<file path="src/rtl/pma_pkg.sv">
// Shared types and constants for the prime modular arithmetic unit.
// Depends on nothing; every other file of the unit imports it.
`default_nettype none

package pma_pkg;

    localparam int unsigned A_W       = 30;
    localparam int unsigned B_W       = 31;
    localparam int unsigned R_W       = 30;
    localparam int unsigned S_TDATA_W = 64;
    localparam int unsigned M_TDATA_W = 32;

    localparam logic [29:0] PRIME    = 30'd1000000007;
    localparam logic [30:0] PRIME_X2 = 31'd2000000014;

    // Barrett constant floor(2^60 / PRIME), which fits in 31 bits.
    localparam logic [63:0] MU_WIDE    = 64'h1000_0000_0000_0000 / 64'd1000000007;
    localparam logic [30:0] BARRETT_MU = MU_WIDE[30:0];

    typedef enum logic [1:0] {
        CMD_ADD = 2'd0,
        CMD_SUB = 2'd1,
        CMD_MUL = 2'd2,
        CMD_POW = 2'd3
    } t_op;

    // Register that a finished modular product is written back to.
    typedef enum logic [1:0] {
        DEST_RES  = 2'd0,
        DEST_ACC  = 2'd1,
        DEST_BASE = 2'd2
    } t_dest;

    typedef struct packed {
        logic load_in;
        logic prep;
        logic alu;
        logic issue_prod;
        logic issue_sqr;
        logic issue_acc;
        logic out_load;
    } t_dp_cmd;

    typedef struct packed {
        t_op  op;
        logic busy;
        logic exp_zero;
        logic out_free;
    } t_dp_stat;

endpackage

`default_nettype wire

</file>
<file path="src/rtl/pma_modmul.sv">
// Pipelined multiplier modulo the prime with Barrett reduction, three register stages.
// Depends on pma_pkg for the prime, the Barrett constant and the destination tag.
`default_nettype none

module pma_modmul
    import pma_pkg::*;
(
    input  wire logic        i_clk,
    input  wire logic        i_rst_n,
    input  wire logic        i_valid,
    input  wire logic [29:0] i_x,
    input  wire logic [29:0] i_y,
    input  wire t_dest       i_tag,
    output logic             o_valid,
    output t_dest            o_tag,
    output logic [29:0]      o_res,
    output logic             o_busy
);

    logic        r_v1, r_v2, r_v3;
    t_dest       r_tag1, r_tag2, r_tag3;
    logic [59:0] r_prod;
    logic [61:0] r_est;
    logic [31:0] r_plo2, r_plo3;
    logic [31:0] r_qp;

    logic [59:0] n_prod;
    logic [61:0] n_est;
    logic [30:0] w_q;
    logic [60:0] w_qp_full;
    logic [31:0] w_rem;

    assign n_prod    = i_x * i_y;
    assign n_est     = r_prod[59:29] * BARRETT_MU;
    assign w_q       = r_est[61:31];
    assign w_qp_full = w_q * PRIME;

    always_ff @(posedge i_clk) begin
        if (!i_rst_n) begin
            r_v1 <= 1'b0;
            r_v2 <= 1'b0;
            r_v3 <= 1'b0;
        end else begin
            r_v1 <= i_valid;
            r_v2 <= r_v1;
            r_v3 <= r_v2;
        end
    end

    always_ff @(posedge i_clk) begin
        r_prod <= n_prod;
        r_tag1 <= i_tag;
        r_est  <= n_est;
        r_plo2 <= r_prod[31:0];
        r_tag2 <= r_tag1;
        r_qp   <= w_qp_full[31:0];
        r_plo3 <= r_plo2;
        r_tag3 <= r_tag2;
    end

    // The estimate undershoots by at most two, so the remainder lies below three primes.
    assign w_rem = r_plo3 - r_qp;

    always_comb begin
        if (w_rem >= {1'b0, PRIME_X2}) begin
            o_res = 30'(w_rem - {1'b0, PRIME_X2});
        end else if (w_rem >= {2'b0, PRIME}) begin
            o_res = 30'(w_rem - {2'b0, PRIME});
        end else begin
            o_res = w_rem[29:0];
        end
    end

    assign o_valid = r_v3;
    assign o_tag   = r_tag3;
    assign o_busy  = r_v1 | r_v2 | r_v3;

    a_stage_flow : assert property (@(posedge i_clk) disable iff (!i_rst_n)
        r_v1 |=> r_v2)
        else $error("modmul: item lost between stage one and two");

    a_res_reduced : assert property (@(posedge i_clk) disable iff (!i_rst_n)
        o_valid |-> (o_res < PRIME))
        else $error("modmul: Barrett result not fully reduced");

endmodule

`default_nettype wire

</file>
<file path="src/rtl/pma_dp.sv">
// Datapath: operand reduction, add and subtract, the power registers and the output register.
// Depends on pma_pkg and instantiates pma_modmul.
`default_nettype none

module pma_dp
    import pma_pkg::*;
(
    input  wire logic                 i_clk,
    input  wire logic                 i_rst_n,
    input  wire t_dp_cmd              i_cmd,
    input  wire logic [S_TDATA_W-1:0] i_s_tdata,
    input  wire logic [1:0]           i_s_tuser,
    output t_dp_stat                  o_stat,
    output logic                      o_m_tvalid,
    input  wire logic                 i_m_tready,
    output logic [M_TDATA_W-1:0]      o_m_tdata
);

    t_op         r_op;
    logic [29:0] r_raw_a;
    logic [30:0] r_raw_b;
    logic [29:0] r_a, r_b;
    logic [29:0] r_acc, r_base;
    logic [30:0] r_exp;
    logic [29:0] r_res;
    logic [29:0] r_out_res;
    logic        r_out_valid;

    logic [29:0] n_a, n_b, n_add, n_sub;
    logic [30:0] w_sum, w_diff;

    logic        w_mm_issue;
    logic [29:0] w_mm_x, w_mm_y;
    t_dest       w_mm_tag;
    logic        w_mm_valid;
    t_dest       w_mm_dest;
    logic [29:0] w_mm_res;
    logic        w_mm_busy;

    // Operand reduction: a stays below two primes, b below three.
    assign n_a = (r_raw_a >= PRIME) ? (r_raw_a - PRIME) : r_raw_a;

    always_comb begin
        if (r_raw_b >= PRIME_X2) begin
            n_b = 30'(r_raw_b - PRIME_X2);
        end else if (r_raw_b >= {1'b0, PRIME}) begin
            n_b = 30'(r_raw_b - {1'b0, PRIME});
        end else begin
            n_b = r_raw_b[29:0];
        end
    end

    assign w_sum  = {1'b0, r_a} + {1'b0, r_b};
    assign n_add  = (w_sum >= {1'b0, PRIME}) ? 30'(w_sum - {1'b0, PRIME}) : w_sum[29:0];
    assign w_diff = (r_a >= r_b) ? ({1'b0, r_a} - {1'b0, r_b})
                                 : ({1'b0, r_a} + {1'b0, PRIME} - {1'b0, r_b});
    assign n_sub  = w_diff[29:0];

    // Multiplier issue: the acc step only goes out when the current exponent bit is set.
    assign w_mm_issue = i_cmd.issue_prod | i_cmd.issue_sqr | (i_cmd.issue_acc & r_exp[0]);

    always_comb begin
        if (i_cmd.issue_sqr) begin
            w_mm_x   = r_base;
            w_mm_y   = r_base;
            w_mm_tag = DEST_BASE;
        end else if (i_cmd.issue_prod) begin
            w_mm_x   = r_a;
            w_mm_y   = r_b;
            w_mm_tag = DEST_RES;
        end else begin
            w_mm_x   = r_acc;
            w_mm_y   = r_base;
            w_mm_tag = DEST_ACC;
        end
    end

    pma_modmul u_modmul (
        .i_clk   (i_clk),
        .i_rst_n (i_rst_n),
        .i_valid (w_mm_issue),
        .i_x     (w_mm_x),
        .i_y     (w_mm_y),
        .i_tag   (w_mm_tag),
        .o_valid (w_mm_valid),
        .o_tag   (w_mm_dest),
        .o_res   (w_mm_res),
        .o_busy  (w_mm_busy)
    );

    always_ff @(posedge i_clk) begin
        if (i_cmd.load_in) begin
            r_op    <= t_op'(i_s_tuser);
            r_raw_a <= i_s_tdata[29:0];
            r_raw_b <= i_s_tdata[60:30];
        end
        if (i_cmd.prep) begin
            r_a    <= n_a;
            r_b    <= n_b;
            r_base <= n_a;
            r_acc  <= 30'd1;
            r_exp  <= r_raw_b;
        end
        if (i_cmd.issue_acc) begin
            r_exp <= r_exp >> 1;
        end
        if (i_cmd.alu) begin
            r_res <= (r_op == CMD_SUB) ? n_sub : n_add;
        end
        if (w_mm_valid) begin
            case (w_mm_dest)
                DEST_RES:  r_res  <= w_mm_res;
                DEST_ACC:  r_acc  <= w_mm_res;
                DEST_BASE: r_base <= w_mm_res;
                default:   r_res  <= w_mm_res;
            endcase
        end
        if (i_cmd.out_load) begin
            r_out_res <= (r_op == CMD_POW) ? r_acc : r_res;
        end
    end

    always_ff @(posedge i_clk) begin
        if (!i_rst_n) begin
            r_out_valid <= 1'b0;
        end else if (i_cmd.out_load) begin
            r_out_valid <= 1'b1;
        end else if (i_m_tready) begin
            r_out_valid <= 1'b0;
        end
    end

    assign o_stat.op       = r_op;
    assign o_stat.busy     = w_mm_busy;
    assign o_stat.exp_zero = (r_exp == 31'd0);
    assign o_stat.out_free = ~r_out_valid | i_m_tready;

    assign o_m_tvalid = r_out_valid;
    assign o_m_tdata  = {2'b00, r_out_res};

    a_prep_idle : assert property (@(posedge i_clk) disable iff (!i_rst_n)
        i_cmd.prep |-> !w_mm_busy)
        else $error("dp: operands reloaded while a product is in flight");

    a_out_slot : assert property (@(posedge i_clk) disable iff (!i_rst_n)
        i_cmd.out_load |-> (!r_out_valid || i_m_tready))
        else $error("dp: output register overwritten before it was taken");

    a_out_range : assert property (@(posedge i_clk) disable iff (!i_rst_n)
        i_cmd.out_load |=> (o_m_tvalid && (o_m_tdata[29:0] < PRIME)))
        else $error("dp: delivered result not reduced");

endmodule

`default_nettype wire

</file>
<file path="src/rtl/pma_ctrl.sv">
// Controller state machine that sequences the datapath for each operation.
// Depends on pma_pkg for the command and status structs.
`default_nettype none

module pma_ctrl
    import pma_pkg::*;
(
    input  wire logic     i_clk,
    input  wire logic     i_rst_n,
    input  wire logic     i_s_valid,
    input  wire t_dp_stat i_stat,
    output logic          o_s_ready,
    output t_dp_cmd       o_cmd
);

    typedef enum logic [7:0] {
        S_IDLE = 8'b0000_0001,
        S_PREP = 8'b0000_0010,
        S_ALU  = 8'b0000_0100,
        S_PROD = 8'b0000_1000,
        S_SQR  = 8'b0001_0000,
        S_MULT = 8'b0010_0000,
        S_WAIT = 8'b0100_0000,
        S_OUT  = 8'b1000_0000
    } t_state;

    t_state r_state;
    t_state n_state;

    always_comb begin
        n_state   = r_state;
        o_cmd     = '0;
        o_s_ready = 1'b0;
        case (r_state)
            S_IDLE: begin
                o_s_ready     = 1'b1;
                o_cmd.load_in = i_s_valid;
                if (i_s_valid) begin
                    n_state = S_PREP;
                end
            end
            S_PREP: begin
                o_cmd.prep = 1'b1;
                if (i_stat.op inside {CMD_ADD, CMD_SUB}) begin
                    n_state = S_ALU;
                end else if (i_stat.op == CMD_MUL) begin
                    n_state = S_PROD;
                end else begin
                    n_state = S_WAIT;
                end
            end
            S_ALU: begin
                o_cmd.alu = 1'b1;
                n_state   = S_OUT;
            end
            S_PROD: begin
                o_cmd.issue_prod = 1'b1;
                n_state          = S_WAIT;
            end
            S_SQR: begin
                o_cmd.issue_sqr = 1'b1;
                n_state         = S_MULT;
            end
            S_MULT: begin
                o_cmd.issue_acc = 1'b1;
                n_state         = S_WAIT;
            end
            S_WAIT: begin
                // Leave once every product in flight has been written back.
                if (!i_stat.busy) begin
                    if (i_stat.op == CMD_POW && !i_stat.exp_zero) begin
                        n_state = S_SQR;
                    end else begin
                        n_state = S_OUT;
                    end
                end
            end
            S_OUT: begin
                if (i_stat.out_free) begin
                    o_cmd.out_load = 1'b1;
                    n_state        = S_IDLE;
                end
            end
            default: begin
                n_state = S_IDLE;
            end
        endcase
    end

    always_ff @(posedge i_clk) begin
        if (!i_rst_n) begin
            r_state <= S_IDLE;
        end else begin
            r_state <= n_state;
        end
    end

endmodule

`default_nettype wire

</file>
<file path="src/rtl/prime_modular_arith_unit.sv">
// Top level of the arithmetic unit modulo the prime 1000000007.
// Depends on pma_pkg and instantiates pma_ctrl and pma_dp.
//
// Channel   Direction  Signals                         Contents
// s_        in         i_s_tvalid/o_s_tready           tdata: operand_a, operand_b
//                                                      tuser: cmd
// m_        out        o_m_tvalid/i_m_tready           tdata: result
//
// Items are taken one at a time: a new item is accepted only after the previous result
// has been loaded into the output register.
// Power runs one exponent bit per round on the shared three-stage modular multiplier;
// each round issues the square and then, when the bit is set, the accumulator product.
// Reset is synchronous and active low; it clears the controller and the valid bits.
// A result held in the output register does not block the next item, but the next
// result waits in the controller until the output register has been taken.
`default_nettype none

module prime_modular_arith_unit
    import pma_pkg::*;
(
    input  wire logic                 i_clk,
    input  wire logic                 i_rst_n,
    input  wire logic                 i_s_tvalid,
    output logic                      o_s_tready,
    input  wire logic [S_TDATA_W-1:0] i_s_tdata,   // [29:0] operand_a, [60:30] operand_b
    input  wire logic [1:0]           i_s_tuser,   // [1:0] cmd
    output logic                      o_m_tvalid,
    input  wire logic                 i_m_tready,
    output logic [M_TDATA_W-1:0]      o_m_tdata    // [29:0] result
);

    t_dp_cmd  w_cmd;
    t_dp_stat w_stat;

    pma_ctrl u_ctrl (
        .i_clk     (i_clk),
        .i_rst_n   (i_rst_n),
        .i_s_valid (i_s_tvalid),
        .i_stat    (w_stat),
        .o_s_ready (o_s_tready),
        .o_cmd     (w_cmd)
    );

    pma_dp u_dp (
        .i_clk      (i_clk),
        .i_rst_n    (i_rst_n),
        .i_cmd      (w_cmd),
        .i_s_tdata  (i_s_tdata),
        .i_s_tuser  (i_s_tuser),
        .o_stat     (w_stat),
        .o_m_tvalid (o_m_tvalid),
        .i_m_tready (i_m_tready),
        .o_m_tdata  (o_m_tdata)
    );

endmodule

`default_nettype wire

</file>
<file path="config.mk">
export PLATFORM = sky130hd
export DESIGN_NAME = prime_modular_arith_unit
export DESIGN_NICKNAME = d
export VERILOG_FILES = /design/src/rtl/pma_pkg.sv /design/src/rtl/pma_modmul.sv /design/src/rtl/pma_dp.sv /design/src/rtl/pma_ctrl.sv /design/src/rtl/prime_modular_arith_unit.sv
export SDC_FILE = /design/constraint.sdc
export NUM_CORES = 2
export LEC_CHECK = 0
export BUFFER_PORTS_ARGS = -buffer_cell sky130_fd_sc_hd__buf_2
export CORE_UTILIZATION = 30
export DETAILED_ROUTE_END_ITERATION = 10
export RECOVER_POWER = 50
export SLEW_MARGIN = 20
export SYNTH_ARGS = -nofsm -noshare
export SYNTH_HDL_FRONTEND = slang
export SYNTH_SLANG_ARGS = --single-unit
</file>
<file path="constraint.sdc">
create_clock -name i_clk -period 31.8 [get_ports i_clk]
set_clock_uncertainty 0.15 [all_clocks]
set_input_delay 0 -clock i_clk [delete_from_list [all_inputs] [get_ports i_clk]]
set_output_delay 0 -clock i_clk [all_outputs]
set_load 0.1 [all_outputs]
</file>
==> qor.csv <==
metric,value,unit
cap_violations,6,
cellLeakagePower,0.04075,µW
drc,0,
syn_to_final_growth,10.92,%
slowest_stage,clkbuf_1,
wl_per_cell,21.48,µm
antenna_found_initial,12,
rsz0062_at_grt,no,
fmax,71.72,MHz
ioPinCount,104,
min_period,13.94,ns
start_kind,flop,
syn-cell-area,75010,µm²
hold_class,in2reg,
mostFrequentLayoutCell,inv_1,
die_area,252000,µm²
r2r_end,u_dp.u_modmul.r_prod[59],
report.final.slew_viol_count,247,
cts_sinks,479,
synth_cells,8102,
drive_gt1_frac,0.04869,
rows,183,
clkSlewWorstSetupHoldPaths,0.06,ns
clk_latency,0.71,ns
cts_tree,yes,
worstMarginPinSlew,5.326,ns
yosys_warnings,0,
max_slew_margin,-2.551,
setup_viol_count_final,0,
final_antenna_net_count,0,
wirelength,249800,µm
violations,"max-capacitance violations, max-slew violations",
drt_pass1_iterations,8,
min_from,i_s_tdata[30],
ff2ff_path_depth,32,
via_count,58888,
final_hold_viol_count,0,
synthFlopType,dfxtp_1,
vias_per_cell,5.064,
r2r_setup_slack,17.86,ns
cts.path.max_buffers,3,
initial_core_util,0.3017,
period_share,0.4385,
critPathTopFamily,adder cells,
grtUsageTotal,0.2002,
peakVddDrop,0.0002172,V
crit_type,reg2reg,
whs_path_depth,2,
critPathLaunch,u_ctrl.r_state[2],
cp.required,32.20,ns
ctsResizeCount,0,
timing.rr.start,u_ctrl.r_state[2],
die-height,502.0,µm
grt_pass1_wl,381400,µm
cts_max_level,2,
portBuffers,98,
worstSetupEndpointType,flop,
synth_cell_types,100,
postSynthAreaPerCell,9.258,µm²
arrival,14.34,ns
postCtsSetupBuffers,0,
core_area,248700,µm²
hold-worst-slack,0.05008,ns
grt_pass1_vias,62001,
cts_inserted_buffers,57,
status,finished with violations,
synth_edf_count,183,
cp_slowest_stage_delay,1.59,ns
drtIter0Drc,5011,
crit_path_max_fanout,47,
fin_nets,10466,
synth_seq_cells,479,
grt_remaining_overflow,0,
setup-tns-final,0,ns
synthArstFlopShare,0,
clock-root-buffer,clkbuf_16,
ctsHoldBuffers,131,
crit_path_frequent_cell,fa_1,
holdPathEnd,u_dp.r_raw_b[0],
dpl.hpwl,199600,µm
critPathBufInv,6,
mostFrequentLayoutCells,"1640 x inv_1, 1242 x fa_1, 905 x ha_1, 815 x nor2_1, 631 x nand2_1",
gp_congestion,0.9684,
power_density,83.33,nW/µm²
seq_area_frac_synth,0.1523,
die_x,502.0,µm
grt_max_degree,64,
-- report_power, final --
group | internal [µW] | switching, µW
clock | 389 | 313
combinational | 1780 | 3470
sequential | 816 | 165
total | 2990 | 3940
-- Yosys cell counts (15+ instances only) --
library cell,count,share of area
and3_1,42,0.0035
a21o_1,97,0.0097
inv_1,1641,0.082
xnor2_1,239,0.028
or2_2,17,0.0014
nand2_1,632,0.032
a211o_1,20,0.0023
nand4_1,33,0.0028
or3_1,33,0.0028
o31ai_1,17,0.0017
xor2_1,89,0.010
o211ai_1,45,0.0045
dfxtp_1,296,0.079
nor3_1,69,0.0046
nand2b_1,49,0.0041
and2_1,45,0.0038
fa_1,1242,0.33
a21oi_1,284,0.019
a22oi_1,16,0.0016
nor4_1,32,0.0027
ha_1,905,0.15
o21ai_1,41,0.0027
o21bai_1,23,0.0023
mux2i_1,58,0.0077
nor2b_1,43,0.0036
o21a_1,74,0.0074
a211oi_1,45,0.0045
o22ai_1,24,0.0020
a2111oi_0,18,0.0021
nand3_1,101,0.0067
nor2_1,815,0.041
a31oi_1,34,0.0028
clkbuf_1,248,0.012
a221oi_1,15,0.0018
edfxtp_1,183,0.073
mux2_2,34,0.0051
o21ai_0,230,0.015
-- worst max path at each step --
stage	slack (ns)	end	cells past startpoint
after global placement	20.22	u_dp.u_modmul.r_prod[52]	38
after CTS	20.21	u_dp.u_modmul.r_prod[52]	38
after detailed placement	20.24	u_dp.u_modmul.r_prod[52]	38
final	17.86	u_dp.u_modmul.r_prod[59]	32
after floorplan	21.87	u_dp.u_modmul.r_prod[52]	38
after global routing	17.36	u_dp.u_modmul.r_prod[59]	32
-- sequential cells by signal (all words and copies together) (netlist names), 31 cells and up --
signal	flops
u_dp.r_exp	31
u_dp.u_modmul.r_prod	60
u_dp.u_modmul.r_est	31
u_dp.r_raw_b	31
u_dp.u_modmul.r_plo3	32
u_dp.u_modmul.r_plo2	32
u_dp.u_modmul.r_qp	32
-- worst register-to-register path: cells and delay by family (launching register included) --
family	cells	cell delay, ns
adders and majority gates	9	4.56
AOI/OAI and AO/OA	10	4.39
buffers and inverters	6	2.97
and+or+nand+nor	7	1.37
DFF	1	0.38
-- per-stage QoR --
stage	total power (µW)	utilization	cell area [µm²]	cells	setup slack, ns
final	6933	0.3346	83200	11629	17.86
after detailed placement	6140	0.3214	79930	11388	20.24
after CTS	6920	0.3348	83250	11627	20.21
after global placement	6091	0.3214	79910	11388	20.22
after global routing	7463	0.3346	83200	11628	17.36
after floorplan	4268	-	75010	8103	21.87
-- routing by layer --
metal	GRT usage	wire (µm)	up-vias
met2	0.3220	112700	2479
met5	0	12	-
met3	0.03597	20210	546
met1	0.2597	103000	29716
met4	0.09291	13810	2
li1	-	-	26145
-- layout make-up --
| cell class | instances | area [µm²] |
|---|---|---|
| Antenna cell | 1 | 2.502 |
| Clock buffer | 78 | 1680 |
| Clock inverter | 30 | 332.8 |
| Fill cell | 25632 | 165500 |
| Inverter | 1646 | 6180 |
| Multi-Input combinational cell | 5695 | 56620 |
| Sequential cell | 479 | 11420 |
| Tap cell | 3330 | 4167 |
| Timing Repair Buffer | 370 | 2796 |
-- cells by family after synthesis --
logic type,after synthesis,synth area share
xor gates and xnor gates,328,0.03830
adders and majority gates,2147,0.4824
AOI/OAI and AO/OA,1153,0.1016
and+or+nand+nor,1973,0.1152
DFF,479,0.1523
other,1,0.00004999
buffers and inverters,1929,0.09735
muxes,92,0.01284
Note: power is estimated with default switching activity, not from simulation.
